### src/sv/srt_pkg.sv
// Shared types, codes and sizes of the sorted region table.
package srt_pkg;

   // table size and field widths
   localparam int MAX_REGIONS = 16;
   localparam int INDEX_W     = $clog2(MAX_REGIONS);
   localparam int COUNT_W     = $clog2(MAX_REGIONS + 1);
   localparam int ADDR_W      = 48;
   localparam int PERM_W      = 8;
   localparam int RTYPE_W     = 4;
   localparam int KIND_W      = 2;
   localparam int STATUS_W    = 3;
   localparam int REQ_DATA_W  = 112;
   localparam int RSP_DATA_W  = 112;
   localparam int CSR_ADDR_W  = 5;
   localparam int CSR_DATA_W  = 64;

   // operation codes carried in the request tuser
   localparam logic [KIND_W-1:0] KIND_FIND   = 2'd0;
   localparam logic [KIND_W-1:0] KIND_INSERT = 2'd1;
   localparam logic [KIND_W-1:0] KIND_REMOVE = 2'd2;

   // result status codes
   localparam logic [STATUS_W-1:0] ST_OK       = 3'd0;
   localparam logic [STATUS_W-1:0] ST_OVERLAP  = 3'd1;
   localparam logic [STATUS_W-1:0] ST_NOTFOUND = 3'd2;
   localparam logic [STATUS_W-1:0] ST_INVALID  = 3'd3;
   localparam logic [STATUS_W-1:0] ST_FULL     = 3'd4;

   // configuration register indexes
   localparam logic [1:0] REG_LOWEST_ADDRESS = 2'd0;
   localparam logic [1:0] REG_ADDRESS_LIMIT  = 2'd1;
   localparam logic [1:0] REG_TYPE_MIN       = 2'd2;
   localparam logic [1:0] REG_TYPE_MAX       = 2'd3;

   // configuration reset values
   localparam logic [ADDR_W-1:0]  LOWEST_ADDRESS_RESET = 48'd4096;
   localparam logic [ADDR_W-1:0]  ADDRESS_LIMIT_RESET  = 48'hFFFF_FFFF_FFFF;
   localparam logic [RTYPE_W-1:0] TYPE_MIN_RESET       = 4'd0;
   localparam logic [RTYPE_W-1:0] TYPE_MAX_RESET       = 4'd15;

   // one stored region
   typedef struct packed {
      logic [RTYPE_W-1:0] rtype;
      logic [PERM_W-1:0]  permission;
      logic [ADDR_W-1:0]  length;
      logic [ADDR_W-1:0]  start;
   } region_entry_type;

   // compare results a cell registers when a request word is taken
   typedef struct packed {
      logic contains;
      logic above;
      logic exact;
      logic overlap;
   } cell_flag_type;

   // what a cell loads at the next edge
   typedef enum logic [1:0] {
      CELL_HOLD,
      CELL_LOAD,
      CELL_FROM_LEFT,
      CELL_FROM_RIGHT
   } cell_op_type;

   // configuration values seen by the core
   typedef struct packed {
      logic [ADDR_W-1:0]  lowest_address;
      logic [ADDR_W-1:0]  address_limit;
      logic [RTYPE_W-1:0] type_min;
      logic [RTYPE_W-1:0] type_max;
   } csr_cfg_type;

   // control sequence of the core
   typedef enum logic {
      FSM_IDLE,
      FSM_DECIDE
   } fsm_state_type;

endpackage

### src/sv/srt_cell.sv
// One table cell: holds a region, compares it to a request, shifts with its neighbors.
module srt_cell (
   input  logic                         clock,
   input  logic                         capture,
   input  logic                         valid,
   input  logic [srt_pkg::ADDR_W-1:0]   lookup_address,
   input  logic [srt_pkg::ADDR_W-1:0]   lookup_length,
   input  srt_pkg::cell_op_type         op,
   input  srt_pkg::region_entry_type    new_entry,
   input  srt_pkg::region_entry_type    left_entry,
   input  srt_pkg::region_entry_type    right_entry,
   output srt_pkg::region_entry_type    entry,
   output srt_pkg::cell_flag_type       flags
);
   import srt_pkg::*;

   region_entry_type    entry_ff, entry_in;
   cell_flag_type       flags_ff, flags_in;
   logic [ADDR_W:0]     entry_end;
   logic [ADDR_W:0]     lookup_end;

   // compare the stored region against the incoming word
   always_comb begin
      entry_end  = {1'b0, entry_ff.start} + {1'b0, entry_ff.length};
      lookup_end = {1'b0, lookup_address} + {1'b0, lookup_length};
      flags_in.contains = valid && (lookup_address >= entry_ff.start) &&
                          ({1'b0, lookup_address} < entry_end);
      flags_in.above    = valid && (entry_ff.start > lookup_address);
      flags_in.exact    = (entry_ff.start == lookup_address) &&
                          (entry_ff.length == lookup_length);
      flags_in.overlap  = valid && !((lookup_end <= {1'b0, entry_ff.start}) ||
                                     (entry_end <= {1'b0, lookup_address}));
   end

   // select the next content of the cell
   always_comb begin
      case (op)
         CELL_HOLD:       entry_in = entry_ff;
         CELL_LOAD:       entry_in = new_entry;
         CELL_FROM_LEFT:  entry_in = left_entry;
         CELL_FROM_RIGHT: entry_in = right_entry;
         default:         entry_in = entry_ff;
      endcase
   end

   // hold the region and the compare flags
   always_ff @(posedge clock) begin
      entry_ff <= entry_in;
      if (capture) begin
         flags_ff <= flags_in;
      end
   end

   assign entry = entry_ff;
   assign flags = flags_ff;

endmodule

### config.mk
export PLATFORM = sky130hd
export DESIGN_NAME = srt_cell
export DESIGN_NICKNAME = d
export VERILOG_FILES = /design/src/sv/srt_pkg.sv /design/src/sv/srt_cell.sv
export SDC_FILE = /design/constraint.sdc
export NUM_CORES = 1
export LEC_CHECK = 0
export ABC_CLOCK_PERIOD_IN_PS = 4640
export BUFFER_PORTS_ARGS = -buffer_cell sky130_fd_sc_hd__buf_2
export CAP_MARGIN = 20
export CORE_ASPECT_RATIO = 0.5
export CORE_MARGIN = 3
export CORE_UTILIZATION = 35
export CTS_CLUSTER_DIAMETER = 200
export CTS_CLUSTER_SIZE = 24
export DETAILED_ROUTE_END_ITERATION = 6
export PLACE_DENSITY = 0.65
export SYNTH_ARGS = -nofsm -noshare
export SYNTH_HDL_FRONTEND = slang
export SYNTH_SLANG_ARGS = --single-unit
### constraint.sdc
create_clock -name clock -period 4.64 [get_ports clock]
set_input_delay 0 -clock clock [delete_from_list [all_inputs] [get_ports clock]]
set_output_delay 0 -clock clock [all_outputs]
set_load 0.02 [all_outputs]
==> results.toml, run 1 <==
[status]
status = "complete, but fails checks"
violations = "negative setup slack"

[worst_setup_path]
r2r-start = "entry[1]"
r2r_end = "flags[3]"
r2r_cells = 21
worstPathRequired_ns = 4.79
cp_data_arrival_time_ns = 5.07
end_kind = "flip-flop"
crit_fanout = 3
startpoint_type = "flip-flop"
reg2reg_slack_ns = -0.29
worstSetupPathType = "reg2reg"

[final_layout]
fin_area_sq_um = 20800
drive_gt1_share_pct = 31.0
areaGrowthSynthToFinish_pct = 44.9
fin_cells = 3017
final_net_count = 3144

[global_route]
track_usage_pct = 27.0
grt_pass1_wl_mm = 89.8
grt-ovfl-total = 0
grt_max_degree = 149
antenna_found_initial = 9
grt_pass1_vias = 15400

[yosys]
yosysWarnings = 0
synthXorXnorAreaFrac_pct = 7.92
synth_compound_area_share_pct = 22.6
seq_area_frac_synth_pct = 23.4
netlist.top_cell.by_area = "edfxtp_1"
synth.top_cell.area_share_pct = 23.4
syn-num-nets = 2334
yosysMostFrequentCell = "ha_1"
synthCells = 1667
synth-seq-cells = 112
muxShareOfSynthArea_pct = 7.52
synth-simple-area-share_pct = 13.0
synthFlopType = "edfxtp_1"
synth_top_family_by_area = "compound AO/OA/AOI/OAI gates"
ys_types = 71
ys_async_sr_fraction_pct = 0
syn-cell-area_sq_um = 14400
synth_edf_count = 112
synthTopCellsByArea = "edfxtp_1 23%, ha_1 21%, a21oi_1 8.0%"
synth_fa_ha_area_share_pct = 21.2
synth_common_cells = "240 x ha_1, 230 x a21oi_1, 162 x nor2_1, 118 x inv_1, 112 x edfxtp_1"
synth_area_per_cell_sq_um = 8.62

[sta]
fin_skew_ns = 0.00687
rsz0062_at_grt = "yes"
postLayoutSetupSlackWorst_ns = -0.285
tightestPinTransition_ns = 0.880
report.final.slew_viol_count = 0
fmax_mhz = 203
min_period_over_period_pct = 106
maxSlewHeadroom_pct = 40.8
finalCriticalPeriod_ns = 4.93
holdWs_ns = 0.00448
setup_viol = 2
hold_viol = 0

[route]
drc = 0
viasPerCell = 5.33
drt-total-wl_mm = 61.7
vias = 16100
drtIter0Drc = 1445
ant_nets = 0
first_pass_iters = 5
wl_per_cell_um = 20.5

[power_and_ir_drop]
clockPowerShare_pct = 14.9
leakagePower_nw = 10.6
p_int_w = 0.00337
swShare_pct = 43.2
vdd_drop_max_mv = 0.188
pwr-share-comb_pct = 61.5
p_seq_share_pct = 23.5
switchingPower_w = 0.00256
power_w = 0.00593
pwr_density_cell_nw_per_um2 = 285

[cts]
clockBufferDepth = 2
cts.sinks = 112
insertion_delay_ns = 0.40
h-tree-depth = 3
clk_pin_slew_worst_paths_ns = 0.09
cts_tree = "yes"
root_buffer = "clkbuf_16"
cts_inserted_buffers = 9

[placed_design]
placed_area_sq_um = 18900
numPortBuffers = 536
globalplace.congestion = 1.02
dp_hpwl_mm = 51.5
placedCellCount = 2850

[hold_path]
hold_depth = 3
hp-class = "in2reg"
hold_end = "entry[106]"
holdCritStartpoint = "left_entry[106]"

[floorplanning]
dieArea_sq_um = 43700
rows = 51
pin_count = 537
core_sq_um = 39700
fp.dieW_um = 293
start_util_pct = 36.2
die_height_um = 149

[run]
max-cap-violations = 0
==> cells in the final DEF, fill, tap and decap left out, types with 7 or more instances in the layout <==
cell type	count
nand2b_1	13
a211oi_1	12
a21o_1	100
nand4_1	44
nor2_1	162
edfxtp_1	112
nand2_1	66
xor2_1	80
and3_1	9
nor4_1	19
buf_4	170
mux2i_1	108
inv_1	118
clkbuf_16	9
o21bai_1	11
xnor2_1	50
nand3_1	28
o21ai_0	56
ha_1	238
nor2b_1	13
buf_2	534
dlygate4sd3_1	139
a21oi_1	227
o21a_1	18
nor3_1	13
and2_1	7
a31oi_1	11
==> how the worst max path moves through the flow <==
stage | from | endpoint | slack [ns] | cells after the start
3_5_place_dp | entry[1] | flags[3] | -0.36 | 18
6_report | entry[1] | flags[3] | -0.29 | 21
2_1_floorplan | entry[48] | flags[3] | 0.01 | 21
4_1_cts | entry[1] | flags[3] | -0.23 | 19
5_1_grt | entry[49] | flags[0] | -0.45 | 21
3_3_place_gp | entry[49] | flags[3] | -0.18 | 20
==> flip-flops by register name, summed over array words and instances, names as in the netlist <==
register and cells:
flags 4, entry 108
==> what timing repair did <==
action | 4_1_cts | 5_1_grt
setup buffers | 6 | 1
gates resized for setup | 25 | 4
cloned | 0 | 0
endpoints found under the setup margin | 2 | 2
hold buffers | 139 | 0
hold endpoints to repair | 97 | 0
pin swaps | 11 | 3
==> worst max-delay path: stages, from the launching register on <==
cell       delay, ns
edfxtp_1        0.42
ha_1            0.32
a211o_1         0.32
a2111oi_4       0.38
o32ai_4         0.18
a221oi_2        0.27
buf_4           0.18
nor3_2          0.04
or3_4           0.35
o31ai_4         0.26
buf_6           0.16
o21ai_4         0.07
a211oi_2        0.23
xnor2_1         0.14
ha_1            0.29
nand3_4         0.14
nor4_4          0.05
buf_4           0.14
o31ai_4         0.05
o2111ai_2       0.16
and2_1          0.18
o311a_1         0.34
==> power groups by stage <==
stage                     combinational, W  sequential, W  clock, W
after global placement             0.00331        0.00141         0
after CTS                          0.00358        0.00139  0.000905
after global routing               0.00399        0.00141  0.000926
after floorplan                    0.00195        0.00153         0
final                              0.00365        0.00139  0.000886
after detailed placement           0.00334        0.00142         0
==> layout make-up <==
class                      instances  area (sq um)
sequential                       112          3360
fill                            3727         18900
tap                              530           663
multi-input combinational       1386         10600
timing repair buffer             850          5450
inverter                         118           443
clock inverter                     7          85.1
clock buffer                       9           225
antenna                            5          12.5
==> logic make-up (layout without fill, tap and decap cells) <==
| group | count (synthesis) | after routing |
|---|---|---|
| AOI/OAI and AO/OA | 511 | 511 |
| muxes | 108 | 108 |
| DFF | 112 | 112 |
| adders and majority gates | 242 | 242 |
| xor gates and xnor gates | 130 | 130 |
| other | 0 | 5 |
| and+or+nand+nor | 395 | 395 |
| buffers and inverters | 169 | 984 |
==> stage by stage <==
stage	util, %	TNS (ns)	setup WS (ns)
6_report	52.5	-0.556	-0.285
2_1_floorplan	-	0	0.0117
3_5_place_dp	47.6	-0.550	-0.359
3_3_place_gp	47.6	-0.250	-0.185
5_1_grt	52.5	-0.898	-0.450
4_1_cts	52.4	-0.408	-0.226
==> per-layer routing <==
| metal | part of all wire, % | up-vias | global-route usage (%) | wire, um |
|---|---|---|---|---|
| met1 | 43 | 7563 | 35.3 | 26600 |
| met5 | 0.050 | - | 0 | 31 |
| li1 | - | 7806 | - | - |
| met2 | 46 | 619 | 44.4 | 28700 |
| met3 | 7.5 | 90 | 6.08 | 4650 |
| met4 | 2.8 | 6 | 8.41 | 1740 |
Note: power is estimated with default switching activity, not from simulation.
==> run 2, diff against run 1 <==
--- a/config.mk
+++ b/config.mk
@@ -15,6 +15,7 @@
 export CTS_CLUSTER_SIZE = 24
 export DETAILED_ROUTE_END_ITERATION = 6
 export PLACE_DENSITY = 0.65
+export SETUP_SLACK_MARGIN = 0.05
 export SYNTH_ARGS = -nofsm -noshare
 export SYNTH_HDL_FRONTEND = slang
 export SYNTH_SLANG_ARGS = --single-unit
==> run 2 against run 1 <==
  * The run still ends with negative setup slack left
  * Via count is 2.0% lower
  * Critical endpoint unchanged
  * Die area unchanged
  * Clock-buffer cell count unchanged
  * Sequential share of layout area rose by 0.20 points
  * Sequential cell count did not move
  * Maximum frequency decreased by 1.5%
  * Highest routed layer unchanged
  * Design area fell by 1.3%
  * Combinational power decreased by 1%
==> results.toml, run 2 (synthesis results as in run 1) <==
[global_route]
grt-ovfl-total = 0
antenna_found_initial = 10
grt_pass1_wl_mm = 90.2
grt_max_degree = 139
grt_pass1_vias = 15400
track_usage_pct = 27.0

[sta]
setup_viol = 2
fmax_mhz = 200
fin_tns_setup_ns = -0.611
report.final.slew_viol_count = 0
finalCriticalPeriod_ns = 5.00
min_period_over_period_pct = 108
rsz0062_at_grt = "yes"
maxSlewHeadroom_pct = 43.3
hold_viol = 0
holdWs_ns = 0.0126
fin_skew_ns = 0.0128
tightestPinTransition_ns = 0.843
postLayoutSetupSlackWorst_ns = -0.361

[hold_path]
hold_end = "entry[81]"
holdCritStartpoint = "right_entry[81]"
hold_depth = 3
hp-class = "in2reg"

[power_and_ir_drop]
leakagePower_nw = 10.5
pwr_density_cell_nw_per_um2 = 282
vdd_drop_max_mv = 0.220

[placed_design]
numPortBuffers = 536
globalplace.congestion = 1.01
dp_hpwl_mm = 51.3
preCtsSetupSlack_ns = -0.332

[worst_setup_path]
worstPathCellList = "ha_1 -> a211o_1 -> a2111oi_4 -> o32ai_4 -> a221oi_2 -> buf_4 -> nor3_2 -> or3_4 -> o31ai_4 -> nor2_1 -> a21oi_2 -> xnor2_1 -> ha_1 -> nand4_1 -> nor4_4 -> nand4_1 -> and2_1 -> o311a_1"
slowest_delay_ns = 0.45
reg2reg_slack_ns = -0.36
r2r_end = "flags[3]"
startpoint_type = "flip-flop"
worstPathRequired_ns = 4.79
crit_fanout = 4
end_kind = "flip-flop"
crit_family = "compound AO/OA/AOI/OAI gates"
r2r-start = "entry[49]"
slowest_stage = "a2111oi_4"
cp_data_arrival_time_ns = 5.15
worstSetupPathType = "reg2reg"
r2r_cells = 18
critPathBufInv = 1

[run]
max-cap-violations = 0

[floorplanning]
pin_count = 537
start_util_pct = 36.2
rows = 51
fp.dieW_um = 293
die_height_um = 149
dieArea_sq_um = 43700
core_sq_um = 39700

[route]
drt-total-wl_mm = 61.3
drc = 0
drtIter0Drc = 1245
ant_nets = 0
vias = 15800
viasPerCell = 5.26
first_pass_iters = 5
wl_per_cell_um = 20.4

[cts]
root_buffer = "clkbuf_16"
cts.sinks = 112
cts_tree = "yes"
clockBufferDepth = 2
insertion_delay_ns = 0.39
clk_pin_slew_worst_paths_ns = 0.09
h-tree-depth = 3
cts_inserted_buffers = 9

[final_layout]
final_cell_mix = "534 x buf_2, 239 x ha_1, 225 x a21oi_1, 167 x buf_4, 162 x nor2_1"
final_common_cell = "buf_2"
fill_cells = 3797
areaGrowthSynthToFinish_pct = 43.1
final_net_count = 3125
drive_gt1_share_pct = 30.9
largest_reg_flops = 108

[status]
status = "complete, but fails checks"
violations = "negative setup slack"
## run 2: cell count changes in the layout (fill, tap and decap cells not counted), sizes merged
| cell | previous run | this run |
|---|---|---|
| buf | 711 | 706 |
| bufinv | 1 | 0 |
| diode | 5 | 7 |
| clkinv | 3 | 2 |
| dlygate4sd3 | 139 | 125 |
| clkinvlp | 0 | 2 |
## run 2: where the power goes
group / switching [W] / internal [W]
Combinational: 0.00195 / 0.00165
Sequential: 0.000134 / 0.00126
Clock: 0.000429 / 0.000372
## run 2: cell type report
class                      count  area, sq um  share of cell area (%)
clock inverter                 7         53.8                   0.262
sequential                   112         3360                    16.4
tap                          530          663                    3.23
inverter                     118          443                    2.15
timing repair buffer         831         5260                    25.6
multi-input combinational   1386        10500                    51.2
clock buffer                   9          225                    1.10
antenna                        7         17.5                  0.0852
## run 2: how the worst max path moves through the flow
stage / start / endpoint / slack (ns) / cells past startpoint
after floorplan: entry[49] / flags[3] / 0.07 / 17
after global placement: entry[49] / flags[3] / -0.19 / 18
after detailed placement: entry[49] / flags[3] / -0.33 / 18
after CTS: entry[49] / flags[3] / -0.21 / 18
after global routing: entry[49] / flags[3] / -0.56 / 18
final: entry[49] / flags[3] / -0.36 / 18
## run 2: layer usage
layer | routed length (um) | GRT usage [%] | up-vias
met3 | 4370 | 5.49 | 96
met2 | 28500 | 44.3 | 575
li1 | - | - | 7783
met1 | 26700 | 36.0 | 7306
met5 | 41 | 0 | -
met4 | 1660 | 8.06 | 6
## run 2: worst min-delay path, cell delays in order
cell and delay, ns:
buf_2 0.08, mux2i_1 0.05, a21oi_1 0.13
## run 2: metrics by stage
stage | utilization [%] | area (sq um) | instances | total power, W
after detailed placement | 47.5 | 18900 | 2845 | 0.00475
after floorplan | - | 14400 | 1667 | 0.00348
after global routing | 51.8 | 20600 | 2999 | 0.00621
after global placement | 47.5 | 18900 | 2845 | 0.00473
final | 51.8 | 20600 | 3000 | 0.00579
after CTS | 51.6 | 20500 | 2990 | 0.00572
## run 2: repair_timing
item / in CTS / in global routing
hold endpoints to repair: 99 / 0
gates resized for setup: 10 / 10
buffers inserted: 4 / 3
hold buffers: 125 / 0
setup endpoints to repair: 2 / 2
pin swaps: 7 / 5
==> run 3, diff against run 2 <==
--- a/config.mk
+++ b/config.mk
@@ -5,7 +5,7 @@
 export SDC_FILE = /design/constraint.sdc
 export NUM_CORES = 1
 export LEC_CHECK = 0
-export ABC_CLOCK_PERIOD_IN_PS = 4640
+export ABC_AREA = 1
 export BUFFER_PORTS_ARGS = -buffer_cell sky130_fd_sc_hd__buf_2
 export CAP_MARGIN = 20
 export CORE_ASPECT_RATIO = 0.5
@@ -14,7 +14,7 @@
 export CTS_CLUSTER_DIAMETER = 200
 export CTS_CLUSTER_SIZE = 24
 export DETAILED_ROUTE_END_ITERATION = 6
-export PLACE_DENSITY = 0.65
+export PLACE_DENSITY = 0.64
 export SETUP_SLACK_MARGIN = 0.05
 export SYNTH_ARGS = -nofsm -noshare
 export SYNTH_HDL_FRONTEND = slang
==> run 3 against run 2 <==
  * The run ends with design-rule violations left
  * Core utilization decreased by 2.2 points
  * Synthesized area rose by 12%
  * Clock power is 9.9% higher
  * Die area rose by 12%
  * Critical path depth increased by 4
  * Highest routed layer unchanged
==> results.toml, run 3 <==
[floorplanning]
core_sq_um = 44500
rows = 54
dieArea_sq_um = 48700
pin_count = 537
die_height_um = 158
start_util_pct = 36.2
fp.dieW_um = 309

[placed_design]
numPortBuffers = 536
globalplace.congestion = 1.08
dp_hpwl_mm = 66.3

[worst_setup_path]
cp_data_arrival_time_ns = 4.43
cp_num_cells = 22
worstPathRequired_ns = 4.80
end_kind = "flip-flop"
r2r_end = "flags[0]"
crit_family = "simple AND/OR/NAND/NOR gates"
crit_fanout = 4
crit_path_frequent_cell = "nand2_1"
startpoint_type = "flip-flop"
worstPathCellList = "ha_1 -> fa_1 -> nand3_1 -> nand2_1 -> a21oi_4 -> o21ai_2 -> a21oi_4 -> o21ai_2 -> nand2_1 -> a21o_1 -> nand2_1 -> ha_1 -> nand2_1 -> nor2_1 -> nand4_1 -> nor3_1 -> nand3_1 -> or2_2 -> o21ai_0 -> inv_1 -> nand2_1 -> nor2_1"
r2r-start = "entry[0]"
critPathBufInv = 1
r2r_cells = 22
slowest_stage = "edfxtp_1"
reg2reg_slack_ns = 0.37
slowest_delay_ns = 0.46
worstSetupPathType = "reg2reg"

[final_layout]
final_net_count = 3763
drive_gt1_share_pct = 21.5
largest_reg_flops = 108
final_common_cell = "nand2_1"
final_cell_mix = "611 x nand2_1, 534 x buf_2, 291 x inv_1, 274 x nand3_1, 240 x ha_1"
areaGrowthSynthToFinish_pct = 37.1

[sta]
finalCriticalPeriod_ns = 4.27
maxSlewHeadroom_pct = 39.0
fin_tns_setup_ns = 0
fin_skew_ns = 0.0126
fmax_mhz = 234
setup_viol = 0
hold_viol = 0
min_period_over_period_pct = 92.0
report.final.slew_viol_count = 0
rsz0062_at_grt = "no"
tightestPinTransition_ns = 0.914

[yosys]
synth_edf_count = 112
netlist.top_cell.by_area = "edfxtp_1"
synthCells = 2358
ys_async_sr_fraction_pct = 0
ys_types = 52
syn-num-nets = 3025
synthFlopType = "edfxtp_1"
synth_area_per_cell_sq_um = 6.82
synthTopCellsByArea = "edfxtp_1 21%, ha_1 19%, nand2_1 14%"
syn-cell-area_sq_um = 16100
seq_area_frac_synth_pct = 20.9
synth_common_cells = "611 x nand2_1, 291 x inv_1, 274 x nand3_1, 240 x ha_1, 169 x a21oi_1"
yosysWarnings = 0
yosysMostFrequentCell = "nand2_1"
synth-seq-cells = 112
synth.top_cell.area_share_pct = 20.9

[power_and_ir_drop]
clockPowerShare_pct = 14.3
swShare_pct = 49.5
pwr_density_cell_nw_per_um2 = 279
leakagePower_nw = 11.3
p_int_w = 0.00310
pwr-share-comb_pct = 61.5
power_w = 0.00615
switchingPower_w = 0.00304
p_seq_share_pct = 24.2
vdd_drop_max_mv = 0.229

[cts]
cts_tree = "yes"
clockBufferDepth = 2
clk_pin_slew_worst_paths_ns = 0.10
cts_inserted_buffers = 9
root_buffer = "clkbuf_16"
insertion_delay_ns = 0.41
h-tree-depth = 3
cts.sinks = 112

[route]
drt-total-wl_mm = 79.3
wl_per_cell_um = 21.5
first_pass_iters = 7
ant_nets = 0
drc = 6
vias = 19800
viasPerCell = 5.36
drtIter0Drc = 2344

[global_route]
grt_pass1_wl_mm = 113
grt_pass1_vias = 18500
grt-ovfl-total = 0
track_usage_pct = 31.1
grt_max_degree = 80
antenna_found_initial = 8

[status]
status = "complete, but fails checks"
violations = "design-rule violations"

[hold_path]
hp-class = "in2reg"
holdCritStartpoint = "new_entry[61]"
hold_end = "entry[61]"
hold_depth = 3

[run]
max-cap-violations = 0
[run 3: cell families (layout without fill, tap and decap cells)]
logic type	Yosys count	count (layout)	synth area share (%)
simple gates	1186	1186	32.4
compound gates	347	347	12.9
buf+inv	347	1090	8.13
fa+ha+maj	242	242	18.9
xor+xnor	124	124	6.75
flops	112	112	20.9
other cells	0	6	0
[run 3: power by group through the flow]
stage / logic [W] / registers (W) / clock network [W]
final: 0.00378 / 0.00149 / 0.000880
after global routing: 0.00414 / 0.00149 / 0.000933
after CTS: 0.00367 / 0.00147 / 0.000896
after detailed placement: 0.00346 / 0.00149 / 0
after global placement: 0.00345 / 0.00149 / 0
after floorplan: 0.00210 / 0.00154 / 0
[run 3: layout make-up]
class,count,area (sq um)
fillers,4576,22400
multi-input cells,1899,11400
repair buffers,774,5040
flip-flops and latches,112,3360
inverters,300,1130
well taps,588,736
clock buffers,9,225
clock inverters,7,98.8
diodes,6,15.0
[run 3: worst min-delay path, cell delays in order]
cell	delay [ns]
buf_2	0.08
nand2_1	0.05
nand3_1	0.17
[run 3: through the flow]
| step | hold WS, ns | instances | cell area [sq um] | setup WS (ns) | utilization (%) |
|---|---|---|---|---|---|
| floorplan | 0.112 | 2358 | 16100 | 0.975 | - |
| global placement | 0.278 | 3456 | 19500 | 0.381 | 43.9 |
| detailed placement | 0.279 | 3456 | 19500 | 0.280 | 43.9 |
| CTS | 0.000116 | 3687 | 22000 | 0.264 | 49.5 |
| global route | 0.00366 | 3695 | 22100 | 0.0704 | 49.6 |
| finish | 0.0276 | 3695 | 22100 | 0.372 | 49.6 |
[run 3: how the worst max path moves through the flow]
stage	slack (ns)	startpoint	endpoint
2_1_floorplan	0.98	entry[0]	flags[0]
3_3_place_gp	0.38	entry[0]	flags[0]
3_5_place_dp	0.28	entry[0]	flags[0]
4_1_cts	0.26	entry[0]	flags[0]
5_1_grt	0.07	entry[0]	flags[0]
6_report	0.37	entry[0]	flags[0]
[run 3: timing repair]
| action | CTS | global route |
|---|---|---|
| hold buffers | 215 | 0 |
| endpoints found under the setup margin | 0 | 2 |
| resized for setup | 0 | 3 |
| buffers inserted | 0 | 2 |
| endpoints found under the hold margin | 112 | 0 |
[run 3: per-layer routing]
layer | part of all wire, % | up-vias | wire, um | track usage, %
met5 | 0.0088 | - | 7 | 0
met4 | 2.6 | 2 | 2060 | 8.99
met3 | 10 | 120 | 7930 | 6.90
met2 | 43 | 964 | 34300 | 47.4
met1 | 44 | 9281 | 35000 | 44.1
li1 | - | 9430 | - | -
