`src/sv/srt_pkg.sv`:
```
// Shared types, codes and sizes of the sorted region table.
package srt_pkg;

   // table size and field widths
   localparam int MAX_REGIONS = 16;
   localparam int INDEX_W     = $clog2(MAX_REGIONS);
   localparam int COUNT_W     = $clog2(MAX_REGIONS + 1);
   localparam int ADDR_W      = 48;
   localparam int PERM_W      = 8;
   localparam int RTYPE_W     = 4;
   localparam int KIND_W      = 2;
   localparam int STATUS_W    = 3;
   localparam int REQ_DATA_W  = 112;
   localparam int RSP_DATA_W  = 112;
   localparam int CSR_ADDR_W  = 5;
   localparam int CSR_DATA_W  = 64;

   // operation codes carried in the request tuser
   localparam logic [KIND_W-1:0] KIND_FIND   = 2'd0;
   localparam logic [KIND_W-1:0] KIND_INSERT = 2'd1;
   localparam logic [KIND_W-1:0] KIND_REMOVE = 2'd2;

   // result status codes
   localparam logic [STATUS_W-1:0] ST_OK       = 3'd0;
   localparam logic [STATUS_W-1:0] ST_OVERLAP  = 3'd1;
   localparam logic [STATUS_W-1:0] ST_NOTFOUND = 3'd2;
   localparam logic [STATUS_W-1:0] ST_INVALID  = 3'd3;
   localparam logic [STATUS_W-1:0] ST_FULL     = 3'd4;

   // configuration register indexes
   localparam logic [1:0] REG_LOWEST_ADDRESS = 2'd0;
   localparam logic [1:0] REG_ADDRESS_LIMIT  = 2'd1;
   localparam logic [1:0] REG_TYPE_MIN       = 2'd2;
   localparam logic [1:0] REG_TYPE_MAX       = 2'd3;

   // configuration reset values
   localparam logic [ADDR_W-1:0]  LOWEST_ADDRESS_RESET = 48'd4096;
   localparam logic [ADDR_W-1:0]  ADDRESS_LIMIT_RESET  = 48'hFFFF_FFFF_FFFF;
   localparam logic [RTYPE_W-1:0] TYPE_MIN_RESET       = 4'd0;
   localparam logic [RTYPE_W-1:0] TYPE_MAX_RESET       = 4'd15;

   // one stored region
   typedef struct packed {
      logic [RTYPE_W-1:0] rtype;
      logic [PERM_W-1:0]  permission;
      logic [ADDR_W-1:0]  length;
      logic [ADDR_W-1:0]  start;
   } region_entry_type;

   // compare results a cell registers when a request word is taken
   typedef struct packed {
      logic contains;
      logic above;
      logic exact;
      logic overlap;
   } cell_flag_type;

   // what a cell loads at the next edge
   typedef enum logic [1:0] {
      CELL_HOLD,
      CELL_LOAD,
      CELL_FROM_LEFT,
      CELL_FROM_RIGHT
   } cell_op_type;

   // configuration values seen by the core
   typedef struct packed {
      logic [ADDR_W-1:0]  lowest_address;
      logic [ADDR_W-1:0]  address_limit;
      logic [RTYPE_W-1:0] type_min;
      logic [RTYPE_W-1:0] type_max;
   } csr_cfg_type;

   // control sequence of the core
   typedef enum logic {
      FSM_IDLE,
      FSM_DECIDE
   } fsm_state_type;

endpackage

```
`src/sv/srt_csr.sv`:
```
// Configuration registers of the sorted region table behind an APB-style port.
module srt_csr (
   input  logic                             clock,
   input  logic                             reset,
   input  logic                             csr_psel,
   input  logic                             csr_penable,
   input  logic                             csr_pwrite,
   input  logic [srt_pkg::CSR_ADDR_W-1:0]   csr_paddr,
   input  logic [srt_pkg::CSR_DATA_W-1:0]   csr_pwdata,
   output logic [srt_pkg::CSR_DATA_W-1:0]   csr_prdata,
   output logic                             csr_pready,
   output srt_pkg::csr_cfg_type             cfg
);
   import srt_pkg::*;

   csr_cfg_type  cfg_ff, cfg_in;
   logic [1:0]   reg_index;
   logic         write_word;

   assign reg_index  = csr_paddr[CSR_ADDR_W-1:3];
   assign write_word = csr_psel && csr_penable && csr_pwrite && csr_pready;
   assign csr_pready = 1'b1;

   // update the addressed register on a completed write
   always_comb begin
      cfg_in = cfg_ff;
      if (write_word) begin
         case (reg_index)
            REG_LOWEST_ADDRESS: cfg_in.lowest_address = csr_pwdata[ADDR_W-1:0];
            REG_ADDRESS_LIMIT:  cfg_in.address_limit  = csr_pwdata[ADDR_W-1:0];
            REG_TYPE_MIN:       cfg_in.type_min       = csr_pwdata[RTYPE_W-1:0];
            REG_TYPE_MAX:       cfg_in.type_max       = csr_pwdata[RTYPE_W-1:0];
            default:            cfg_in = cfg_ff;
         endcase
      end
   end

   always_ff @(posedge clock) begin
      if (reset) begin
         cfg_ff.lowest_address <= LOWEST_ADDRESS_RESET;
         cfg_ff.address_limit  <= ADDRESS_LIMIT_RESET;
         cfg_ff.type_min       <= TYPE_MIN_RESET;
         cfg_ff.type_max       <= TYPE_MAX_RESET;
      end else begin
         cfg_ff <= cfg_in;
      end
   end

   // return the addressed register
   always_comb begin
      case (reg_index)
         REG_LOWEST_ADDRESS: csr_prdata = CSR_DATA_W'(cfg_ff.lowest_address);
         REG_ADDRESS_LIMIT:  csr_prdata = CSR_DATA_W'(cfg_ff.address_limit);
         REG_TYPE_MIN:       csr_prdata = CSR_DATA_W'(cfg_ff.type_min);
         REG_TYPE_MAX:       csr_prdata = CSR_DATA_W'(cfg_ff.type_max);
         default:            csr_prdata = '0;
      endcase
   end

   assign cfg = cfg_ff;

endmodule

```
`config.mk`:
```
export PLATFORM = sky130hd
export DESIGN_NAME = srt_csr
export DESIGN_NICKNAME = d
export VERILOG_FILES = /design/src/sv/srt_pkg.sv /design/src/sv/srt_csr.sv
export SDC_FILE = /design/constraint.sdc
export NUM_CORES = 1
export LEC_CHECK = 0
export BUFFER_PORTS_ARGS = -buffer_cell sky130_fd_sc_hd__buf_4
export CORE_AREA = 2 2 112 114
export CTS_BUF_LIST = sky130_fd_sc_hd__clkbuf_4 sky130_fd_sc_hd__clkbuf_8
export CTS_CLUSTER_DIAMETER = 60
export DETAILED_ROUTE_END_ITERATION = 10
export DIE_AREA = 0 0 114 116
export GPL_ROUTABILITY_DRIVEN = 0
export PLACE_DENSITY_LB_ADDON = 0.1
export SYNTH_ARGS = -nofsm -noshare
export SYNTH_HDL_FRONTEND = slang
export SYNTH_SLANG_ARGS = --single-unit
export TNS_END_PERCENT = 10
```
`constraint.sdc`:
```
create_clock -name clock -period 1.3 [get_ports clock]
set_clock_uncertainty 0.2 [all_clocks]
set_input_delay 0.065 -clock clock [delete_from_list [all_inputs] [get_ports clock]]
set_output_delay 0.065 -clock clock [all_outputs]
set_load 0.01 [all_outputs]
```
==> results by group, run 1 <==
Yosys
  • Synth top area share: 39.85%
  • Synth area leader: dfxtp_1
  • Ranking of synthesized cells by area: dfxtp_1 40%, mux2i_1 28%, nand2b_1 12%, nor2_1 10%, buf_4 3.9%
  • Syn avg cell area: 9.199 um2
  • Main synth FF type: dfxtp_1
  • Synth async-reset ratio: 0%
  • Post-synth EDFFs: 0
  • Synth cell count leaders: 148 x mux2i_1, 145 x nor2_1, 104 x dfxtp_1, 98 x nand2b_1, 27 x buf_4
  • Post-Syn Instances: 568
  • Count leader, synth: mux2i_1
  • Ys Warns: 0
  • Register bit total from synthesis: 104
  • Cell Area, Synth: 5225 um2
  • Distinct cell type count after synthesis: 16
  • Seq/Total Area, Yosys: 39.85%

Floorplanning
  • Chip Height: 116 um
  • Horiz. Die Dim: 114 um
  • Core region area: 11910 um2
  • Initial core utilization: 43.87%
  • I/O Pins: 243
  • Num rows: 40
  • Area of the die: 13220 um2

Timing
  • Fmax: 640.3 MHz
  • Final Hold Fails: 0
  • Final critical-path required period: 1.562 ns
  • Unrepaired setup endpoints after global routing: true
  • PnR worst setup slack: -0.2617 ns
  • Pins Over Slew Limit: 0
  • Final setup viols: 25
  • Period utilization: 120.1%
  • Setup_tns: -1.253 ns

Setup path
  • Worst EP required: 1.03 ns
  • FF-to-FF End: cfg[0]
  • Crit path max-delay family: multiplexers
  • Crit path kind: flop to output pin
  • Worst r2r path cells: 3
  • Critical path endpoint category: output pin
  • Worst Path Arrival: 1.30 ns
  • CP max stage delay: 0.46 ns
  • CP max stage cell: mux4_2
  • Crit Path Max Fanout: 2
  • CP startpoint kind: flop
  • R2r setup slk: 0.35 ns
  • WP buf/inv: 1
  • Crit path cell chain: mux4_2 -> buf_6
  • Worst r2r src: cfg[0]

Global route
  • Initial antenna violation count: 0
  • Grt met1 use: 25.84%
  • Largest net degree at the start of global routing: 51
  • GR Util met3: 2.929%
  • Vias in the first global route: 4463
  • Tot GR Track Use: 20.54%
  • First-pass GRT wire length: 21970 um
  • Gr busiest metal: met2
  • Grt ovf: 0
  • GR Util met2: 36.79%

Power and ir drop
  • Worst vdd ir: 478.9 uV
  • Leak: 3.381 nW
  • Power, Total: 6.266 mW
  • P per Cell Area: 798.3 nW/um2

Detailed routing
  • DR DRC count: 0
  • Via count: 4585
  • Routed Antenna Nets: 0
  • Drt first pass iters: 4
  • WL/cell: 14.41 um
  • Final wirelength: 14050 um
  • Vias per std cell: 4.703
  • Iter 0 DRT Violations: 202

Hold path
  • Hold EP: cfg[62]
  • Min-Delay Path Class: input port to flop
  • Cells on Worst Hold Path: 4
  • Worst hold start: csr_paddr[4]

Clock network
  • CTS Buf Count: 9
  • CTS tree: done
  • CTS Sinks: 104
  • Clk_lat worst skew: 0.35 ns
  • Reg clk slew, reported paths: 0.11 ns
  • H-tree depth: 3
  • Root Buffer: clkbuf_8
  • Clock tree buffer depth: 2

Status
  • Failing checks: setup timing
  • Status: complete, but fails checks

Cells and area
  • # nets final: 897
  • N_diodes: 0
  • Layout cell share with drive strength beyond 1: 43.00%
  • Largest register FFs: 104
  • # fillers: 944
  • Area grow syn2layout: 50.24%
  • Final core occ: 65.90%

Run
  • Max cap viols: 0

Placement
  • PortBufs: 206
  • Dpl hpwl: 9897 um
## layout make-up
cell class                      count  area (um2)  area share [%]
Sequential cell                   104        2198           28.00
Multi-Input combinational cell    418        2851           36.32
Clock inverter                      7       50.05          0.6376
Clock buffer                        9       123.9           1.578
Timing Repair Buffer              290        2442           31.11
Tap cell                          147       183.9           2.343
## worst min-delay path, stage by stage
cell and delay, ns:
buf_4 0.13, nor3_4 0.07, buf_12 0.17, mux2i_1 0.13
## where the power goes
part / switching (mW) / total [mW] / leakage [nW] / internal, mW
Clock: 1.15 / 1.86 / 0.0946 / 0.716
Combinational: 0.503 / 1.14 / 2.45 / 0.634
Sequential: 0.0362 / 3.27 / 0.838 / 3.23
## layer usage
| metal | vias to the layer above | routed length, um | share of wire [%] |
|---|---|---|---|
| li1 | 2318 | - | - |
| met1 | 2127 | 6237 | 44 |
| met2 | 131 | 7065 | 50 |
| met3 | 9 | 631 | 4.5 |
| met4 | 0 | 118 | 0.84 |
| met5 | - | 0 | 0 |
## metrics by stage
step	worst slack (ns)	cell area, um2	hold WS [ns]	std cells
floorplan	0.01369	5281	0.02030	583
global placement	-0.1241	6934	0.1270	896
detailed placement	-0.1890	6934	0.1419	896
CTS	-0.2833	7771	0.03422	969
global route	-0.3103	7850	0.04985	975
finish	-0.2617	7850	0.04474	975
## cells by family (layout without fill, tap and decap cells)
kind of cell | Yosys count | in the layout | synth area share (%)
buf+inv | 61 | 306 | 6.896
flops | 104 | 104 | 39.85
mux | 152 | 152 | 30.08
other cells | 2 | 17 | 0.1437
simple gates | 249 | 249 | 23.04
## worst max-delay path by stage
stage	start	end	slack (ns)	cells past startpoint
6_report	cfg[3]	csr_prdata[3]	-0.26	2
5_1_grt	cfg[3]	csr_prdata[3]	-0.31	2
4_1_cts	cfg[2]	csr_prdata[2]	-0.28	2
3_5_place_dp	csr_pwrite	cfg[44]	-0.19	5
3_3_place_gp	csr_pwrite	cfg[29]	-0.12	5
2_1_floorplan	csr_paddr[4]	cfg[72]	0.01	5
## layout by cell type, fill, tap and decap left out, drive strengths merged
| cell type | synthesis | layout |
|---|---|---|
| and3 | 1 | 1 |
| buf | 40 | 241 |
| clkbuf | 21 | 9 |
| clkinv | 0 | 3 |
| conb | 2 | 17 |
| dfxtp | 104 | 104 |
| dlygate4sd3 | 0 | 49 |
| inv | 0 | 4 |
| mux2i | 148 | 148 |
| mux4 | 4 | 4 |
| nand2b | 98 | 98 |
| nand3 | 2 | 2 |
| nand3b | 1 | 1 |
| nor2 | 145 | 145 |
| nor3 | 1 | 1 |
| nor3b | 1 | 1 |
## timing repair
| item | 4_1_cts | 5_1_grt |
|---|---|---|
| endpoints found under the hold margin | 104 | 0 |
| setup buffers | 8 | 6 |
| setup endpoints to repair | 48 | 101 |
| hold buffers | 49 | 0 |
| resized for setup | 82 | 18 |
| pin swaps | 0 | 5 |
Note: power is estimated with default switching activity, not from simulation.
==> run 2, diff against run 1 <==
ABC_AREA = 0   (was unset)
SKIP_LAST_GASP = 1   (was unset)
==> results by group, run 2 (synthesis gave the netlist of run 1 again) <==
Placement
  • Placement Setup Slack: -0.1890 ns (unchanged)
  • DP Area: 6934 um2 (unchanged)
  • Dpl hpwl: 9897 um (unchanged)
  • PortBufs: 206 (unchanged)

Floorplanning
  • I/O Pins: 243 (unchanged)
  • Initial core utilization: 43.87% (unchanged)
  • Area of the die: 13220 um2 (unchanged)
  • Horiz. Die Dim: 114 um (unchanged)
  • Core region area: 11910 um2 (unchanged)
  • Chip Height: 116 um (unchanged)
  • Num rows: 40 (unchanged)

Global route
  • Tot GR Track Use: 20.52% (-0.022 points)
  • First-pass GRT wire length: 21930 um (-0.19%)
  • Vias in the first global route: 4453 (-0.22%)
  • Initial antenna violation count: 0 (unchanged)
  • Largest net degree at the start of global routing: 51 (unchanged)
  • Grt ovf: 0 (unchanged)

Setup path
  • CP startpoint kind: flop
  • Worst EP required: 1.03 ns (about the same)
  • R2r setup slk: 0.35 ns (about the same)
  • Crit path cell chain: mux4_2 -> buf_6
  • Crit Path Max Fanout: 2 (unchanged)
  • Worst r2r path cells: 3 (unchanged)
  • WP buf/inv: 1 (unchanged)
  • FF-to-FF End: cfg[0]
  • CP max stage cell: mux4_2
  • Worst Path Arrival: 1.30 ns (about the same)
  • Crit path kind: flop to output pin
  • Worst r2r src: cfg[0]
  • CP max stage delay: 0.46 ns (about the same)
  • Critical path endpoint category: output pin
  • Critical Path Stages: 2 (unchanged)
  • Crit path max-delay family: multiplexers

Hold path
  • Hold EP: cfg[62]
  • Min-Delay Path Class: input port to flop
  • Cells on Worst Hold Path: 4 (unchanged)
  • Worst hold start: csr_paddr[4]

Detailed routing
  • Iter 0 DRT Violations: 196 (-3.0%)
  • DR DRC count: 0 (unchanged)
  • Drt first pass iters: 4 (unchanged)
  • Routed Antenna Nets: 0 (unchanged)
  • Via count: 4604 (+0.41%)
  • Final wirelength: 14070 um (+0.13%)
  • Vias per std cell: 4.722 (+0.41%)
  • WL/cell: 14.43 um (+0.13%)

Status
  • Status: complete, but fails checks
  • Failing checks: setup timing

Cells and area
  • # nets final: 897 (unchanged)
  • Commonest non-fill, non-tap cell in the layout: buf_4
  • Largest register FFs: 104 (unchanged)
  • # fillers: 977 (+3.5%)
  • N_diodes: 0 (unchanged)
  • Area grow syn2layout: 48.28%
  • Commonest cells after routing, fill and taps aside: 228 x buf_4, 148 x mux2i_1, 145 x nor2_1
  • Layout cell share with drive strength beyond 1: 34.54% (-8.5 points)
  • Design area: 7747 um2 (-1.3%)

Clock network
  • CTS Buf Count: 9 (unchanged)
  • Clock tree buffer depth: 2 (unchanged)
  • Root Buffer: clkbuf_8
  • CTS Sinks: 104 (unchanged)
  • H-tree depth: 3 (unchanged)
  • Reg clk slew, reported paths: 0.11 ns (about the same)
  • CTS tree: done
  • Clk_lat worst skew: 0.36 ns (about the same)

Timing
  • Period utilization: 120.1% (about the same)
  • Final hold slack: 0.05499 ns (+0.01025 ns)
  • Unrepaired setup endpoints after global routing: true
  • Final Hold Fails: 0 (unchanged)
  • PnR worst setup slack: -0.2617 ns (-0.000003000 ns)
  • Final setup viols: 40 (+60%)
  • Final critical-path required period: 1.562 ns (+0.000003000 ns)
  • Fmax: 640.3 MHz (about the same)
  • Pins Over Slew Limit: 0 (unchanged)

Power and ir drop
  • Power, Total: 6.256 mW (-0.17%)
  • Leak: 3.380 nW (about the same)
  • Worst vdd ir: 475.2 uV (-0.78%)
  • P per Cell Area: 807.5 nW/um2 (+1.2%)

Run
  • Max cap viols: 0 (unchanged)
[run 2: cell types whose count changed in the layout (fill, tap and decap cells not counted)]
cell / before / now
buf_16: 1 / 0
buf_4: 227 / 228
buf_8: 1 / 0
buf_12: 8 / 9
dfxtp_2: 93 / 23
dfxtp_1: 11 / 81
[run 2: how the worst max path moves through the flow]
stage,from,end,slack [ns]
after floorplan,csr_paddr[4],cfg[72],0.01
after global placement,csr_pwrite,cfg[29],-0.12
after detailed placement,csr_pwrite,cfg[44],-0.19
after CTS,cfg[2],csr_prdata[2],-0.28
after global routing,cfg[3],csr_prdata[3],-0.31
final,cfg[3],csr_prdata[3],-0.26
[run 2: area by class of cell]
class	instances	area, um2	share of cell area (%)
tap	147	183.9	2.374
clock inverter	7	50.05	0.6460
clock buffer	9	123.9	1.599
timing repair buffer	290	2427	31.33
sequential	104	2111	27.24
multi-input combinational	418	2851	36.81
[run 2: metrics by stage]
| step | setup TNS, ns | instances | utilization, % |
|---|---|---|---|
| 2_1_floorplan | 0 | 583 | - |
| 3_3_place_gp | -7.745 | 896 | 58.21 |
| 3_5_place_dp | -9.541 | 896 | 58.21 |
| 4_1_cts | -2.707 | 969 | 64.52 |
| 5_1_grt | -6.558 | 975 | 65.04 |
| 6_report | -1.641 | 975 | 65.04 |
[run 2: timing repair]
| action | CTS | global route |
|---|---|---|
| resized for setup | 13 | 14 |
| endpoints found under the hold margin | 104 | 0 |
| setup endpoints to repair | 48 | 97 |
| hold buffers | 49 | 0 |
| setup buffers | 8 | 6 |
| pin swaps | 0 | 1 |
[run 2: worst reg2reg max path, cell delays in order (launching register included)]
cell	delay, ns
dfxtp_2	0.34
buf_4	0.13
nor2_1	0.10
mux2i_1	0.07
[run 2: per-layer routing]
layer | GRT usage [%] | part of all wire [%] | vias to the layer above
li1 | - | - | 2322
met1 | 25.65 | 44 | 2145
met2 | 37.02 | 51 | 127
met3 | 2.877 | 4.3 | 10
met4 | 5.772 | 0.89 | 0
met5 | 0 | 0 | -
[run 2: report_power, final]
group	switching [mW]	total [mW]	internal, mW
clock	1.14	1.86	0.716
sequential	0.0362	3.26	3.23
combinational	0.503	1.13	0.629
==> run 3, diff against run 2 <==
ABC_AREA = 1   (was 0)
CORE_AREA = 2 2 109 111   (was 2 2 112 114)
DIE_AREA = 0 0 111 113   (was 0 0 114 116)
==> results by group, run 3 <==
Status
  • Status: complete, but fails checks
  • Failing checks: setup timing

Yosys
  • Post-Syn Instances: 664 (+17%)
  • Post-synth EDFFs: 0 (unchanged)
  • Synth top area share: 44.61% (+4.8 points)
  • Distinct cell type count after synthesis: 15 (-1)
  • Synth area leader: dfxtp_1
  • Synth cell count leaders: 179 x nand2_1, 107 x nor2_1, 105 x nand3_1, 104 x dfxtp_1, 50 x inv_1
  • Cell Area, Synth: 4667 um2 (-11%)
  • Ranking of synthesized cells by area: dfxtp_1 45%, nand2_1 14%, nand3_1 11%, nor2_1 8.6%, a22o_1 8.3%
  • Count leader, synth: nand2_1
  • Main synth FF type: dfxtp_1
  • Seq/Total Area, Yosys: 44.61% (+4.8 points)
  • Synth async-reset ratio: 0% (unchanged)
  • Register bit total from synthesis: 104 (unchanged)
  • Ys Warns: 0 (unchanged)
  • Syn avg cell area: 7.029 um2 (-24%)

Cells and area
  • # nets final: 1033 (+15%)
  • Commonest cells after routing, fill and taps aside: 232 x buf_4, 178 x nand2_1, 105 x nor2_1, 105 x nand3_1, 65 x dfxtp_2
  • Layout cell share with drive strength beyond 1: 38.38% (+3.8 points)
  • Commonest non-fill, non-tap cell in the layout: buf_4
  • Post-route insts no fill: 1107 (+14%)
  • # fillers: 939 (-3.9%)
  • N_diodes: 0 (unchanged)
  • Area grow syn2layout: 66.60%
  • Final core occ: 68.98% (+3.9 points)
  • Largest register FFs: 104 (unchanged)

Placement
  • Dpl cells: 993 (+11%)
  • Placement Setup Slack: -0.003601 ns (+0.1854 ns)
  • PortBufs: 206 (unchanged)
  • Dpl hpwl: 10260 um (+3.7%)

Timing
  • Fmax: 757.5 MHz (+18%)
  • Final Hold Fails: 0 (unchanged)
  • Final setup viols: 30 (-25%)
  • Period utilization: 101.6% (-19 points)
  • Final critical-path required period: 1.320 ns (-0.2416 ns)
  • PnR worst setup slack: -0.02019 ns (+0.2416 ns)
  • Unrepaired setup endpoints after global routing: true
  • Pins Over Slew Limit: 0 (unchanged)

Power and ir drop
  • P per Cell Area: 869.3 nW/um2 (+7.6%)
  • Leak: 4.010 nW (+19%)
  • Worst vdd ir: 574.8 uV (+21%)
  • Comb power frac: 19.5% (+1.4 points)
  • Switch share: 26.00% (-0.92 points)
  • Internal: 5.001 mW (+9.4%)
  • Switch Pwr: 1.757 mW (+4.4%)
  • Seq pwr share: 49.0% (-3.2 points)
  • Clk pwr share: 31.4% (+1.7 points)

Clock network
  • Reg clk slew, reported paths: 0.09 ns (-0.02 ns)
  • Clock tree buffer depth: 2 (unchanged)
  • Clk_lat worst skew: 0.36 ns (about the same)
  • H-tree depth: 3 (unchanged)
  • CTS Buf Count: 9 (unchanged)
  • CTS tree: done
  • Root Buffer: clkbuf_8
  • CTS Sinks: 104 (unchanged)

Detailed routing
  • Via count: 5372 (+17%)
  • Routed Antenna Nets: 0 (unchanged)
  • Final wirelength: 15780 um (+12%)
  • Drt first pass iters: 5 (+1)
  • DR DRC count: 0 (unchanged)
  • WL/cell: 14.25 um (-1.3%)
  • Iter 0 DRT Violations: 326 (+66%)
  • Vias per std cell: 4.853 (+2.8%)

Global route
  • Initial antenna violation count: 0 (unchanged)
  • Tot GR Track Use: 24.57% (+4.1 points)
  • Grt ovf: 0 (unchanged)
  • First-pass GRT wire length: 25200 um (+15%)
  • Vias in the first global route: 5156 (+16%)
  • Largest net degree at the start of global routing: 55 (+7.8%)

Setup path
  • Worst Path Arrival: 1.06 ns (-0.24 ns)
  • Critical path endpoint category: output pin
  • Worst r2r path cells: 3 (unchanged)
  • R2r setup slk: 0.32 ns (-0.03 ns)
  • Worst EP required: 1.03 ns (about the same)
  • FF-to-FF End: cfg[99]
  • Crit Path Max Fanout: 3 (+1)
  • Worst r2r src: cfg[99]
  • CP startpoint kind: flop
  • Crit path kind: flop to output pin

Hold path
  • Min-Delay Path Class: input port to flop
  • Hold EP: cfg[0]
  • Worst hold start: csr_pwrite
  • Cells on Worst Hold Path: 6 (+2)

Floorplanning
  • I/O Pins: 243 (unchanged)
  • Chip Height: 113 um (-2.6%)
  • Horiz. Die Dim: 111 um (-2.6%)
  • Initial core utilization: 41.40% (-2.5 points)
  • Core region area: 11270 um2 (-5.4%)
  • Area of the die: 12540 um2 (-5.1%)
  • Num rows: 39 (-2.5%)

Run
  • Max cap viols: 0 (unchanged)
## run 3: routing by layer
metal  track usage (%)  wire [um]  vias to the layer above
met3             3.856        793                       29
met4             10.25        382                        0
li1                  -          -                     2666
met2             42.74       7901                      188
met5                 0          0                        -
met1             30.52       6699                     2489
## run 3: cells by family after synthesis
| group | count (synthesis) | synth area share, % |
|---|---|---|
| buffers and inverters | 116 | 11.80 |
| AO/OA/AOI/OAI | 45 | 8.365 |
| AND/OR/NAND/NOR | 397 | 35.07 |
| flip-flops | 104 | 44.61 |
| other | 2 | 0.1609 |
## run 3: layout make-up
cell class,instances,area (um2),area share (%)
clock buffer,13,166.4,2.140
inverter,53,198.9,2.559
sequential,104,2163,27.82
tap,143,178.9,2.301
timing repair buffer,332,2909,37.42
clock inverter,3,40.04,0.5150
multi-input combinational,459,2118,27.24
## run 3: worst max path at each step
| stage | from | to | slack [ns] | depth (start not counted) |
|---|---|---|---|---|
| after global placement | csr_paddr[4] | cfg[21] | 0.03 | 8 |
| after floorplan | csr_psel | cfg[35] | 0.15 | 7 |
| final | cfg[54] | csr_prdata[46] | -0.02 | 2 |
| after detailed placement | csr_pwrite | cfg[1] | -0.004 | 6 |
| after global routing | cfg[24] | csr_prdata[16] | -0.06 | 2 |
| after CTS | cfg[84] | csr_prdata[28] | -0.03 | 2 |
## run 3: worst max-delay path: stages (launching register included)
cell	delay, ns
dfxtp_2	0.34
a22o_1	0.22
buf_6	0.13
## run 3: through the flow
| step | total power, mW | cell area [um2] | hold slack (ns) | setup TNS [ns] |
|---|---|---|---|---|
| final | 6.758 | 7775 | 0.02041 | -0.2318 |
| after global routing | 7.035 | 7775 | 0.04916 | -2.104 |
| after CTS | 6.777 | 7742 | 0.008709 | -0.9061 |
| after detailed placement | 4.460 | 6485 | 0.09210 | -0.006262 |
| after global placement | 4.439 | 6485 | 0.08439 | 0 |
| after floorplan | 3.916 | 4723 | -0.008850 | 0 |
## run 3: power groups by stage
stage | Sequential (mW) | Clock (mW) | Combinational (mW)
final | 3.31 | 2.13 | 1.32
after global routing | 3.32 | 2.29 | 1.42
after CTS | 3.31 | 2.16 | 1.31
after detailed placement | 3.39 | 0 | 1.07
after global placement | 3.39 | 0 | 1.05
after floorplan | 3.41 | 0 | 0.507
## run 3: repair_timing
action	in CTS	in global routing
pin swaps	38	3
hold buffers	51	0
setup buffers	45	2
hold endpoints to repair	104	0
endpoints found under the setup margin	48	48
gates resized for setup	90	12
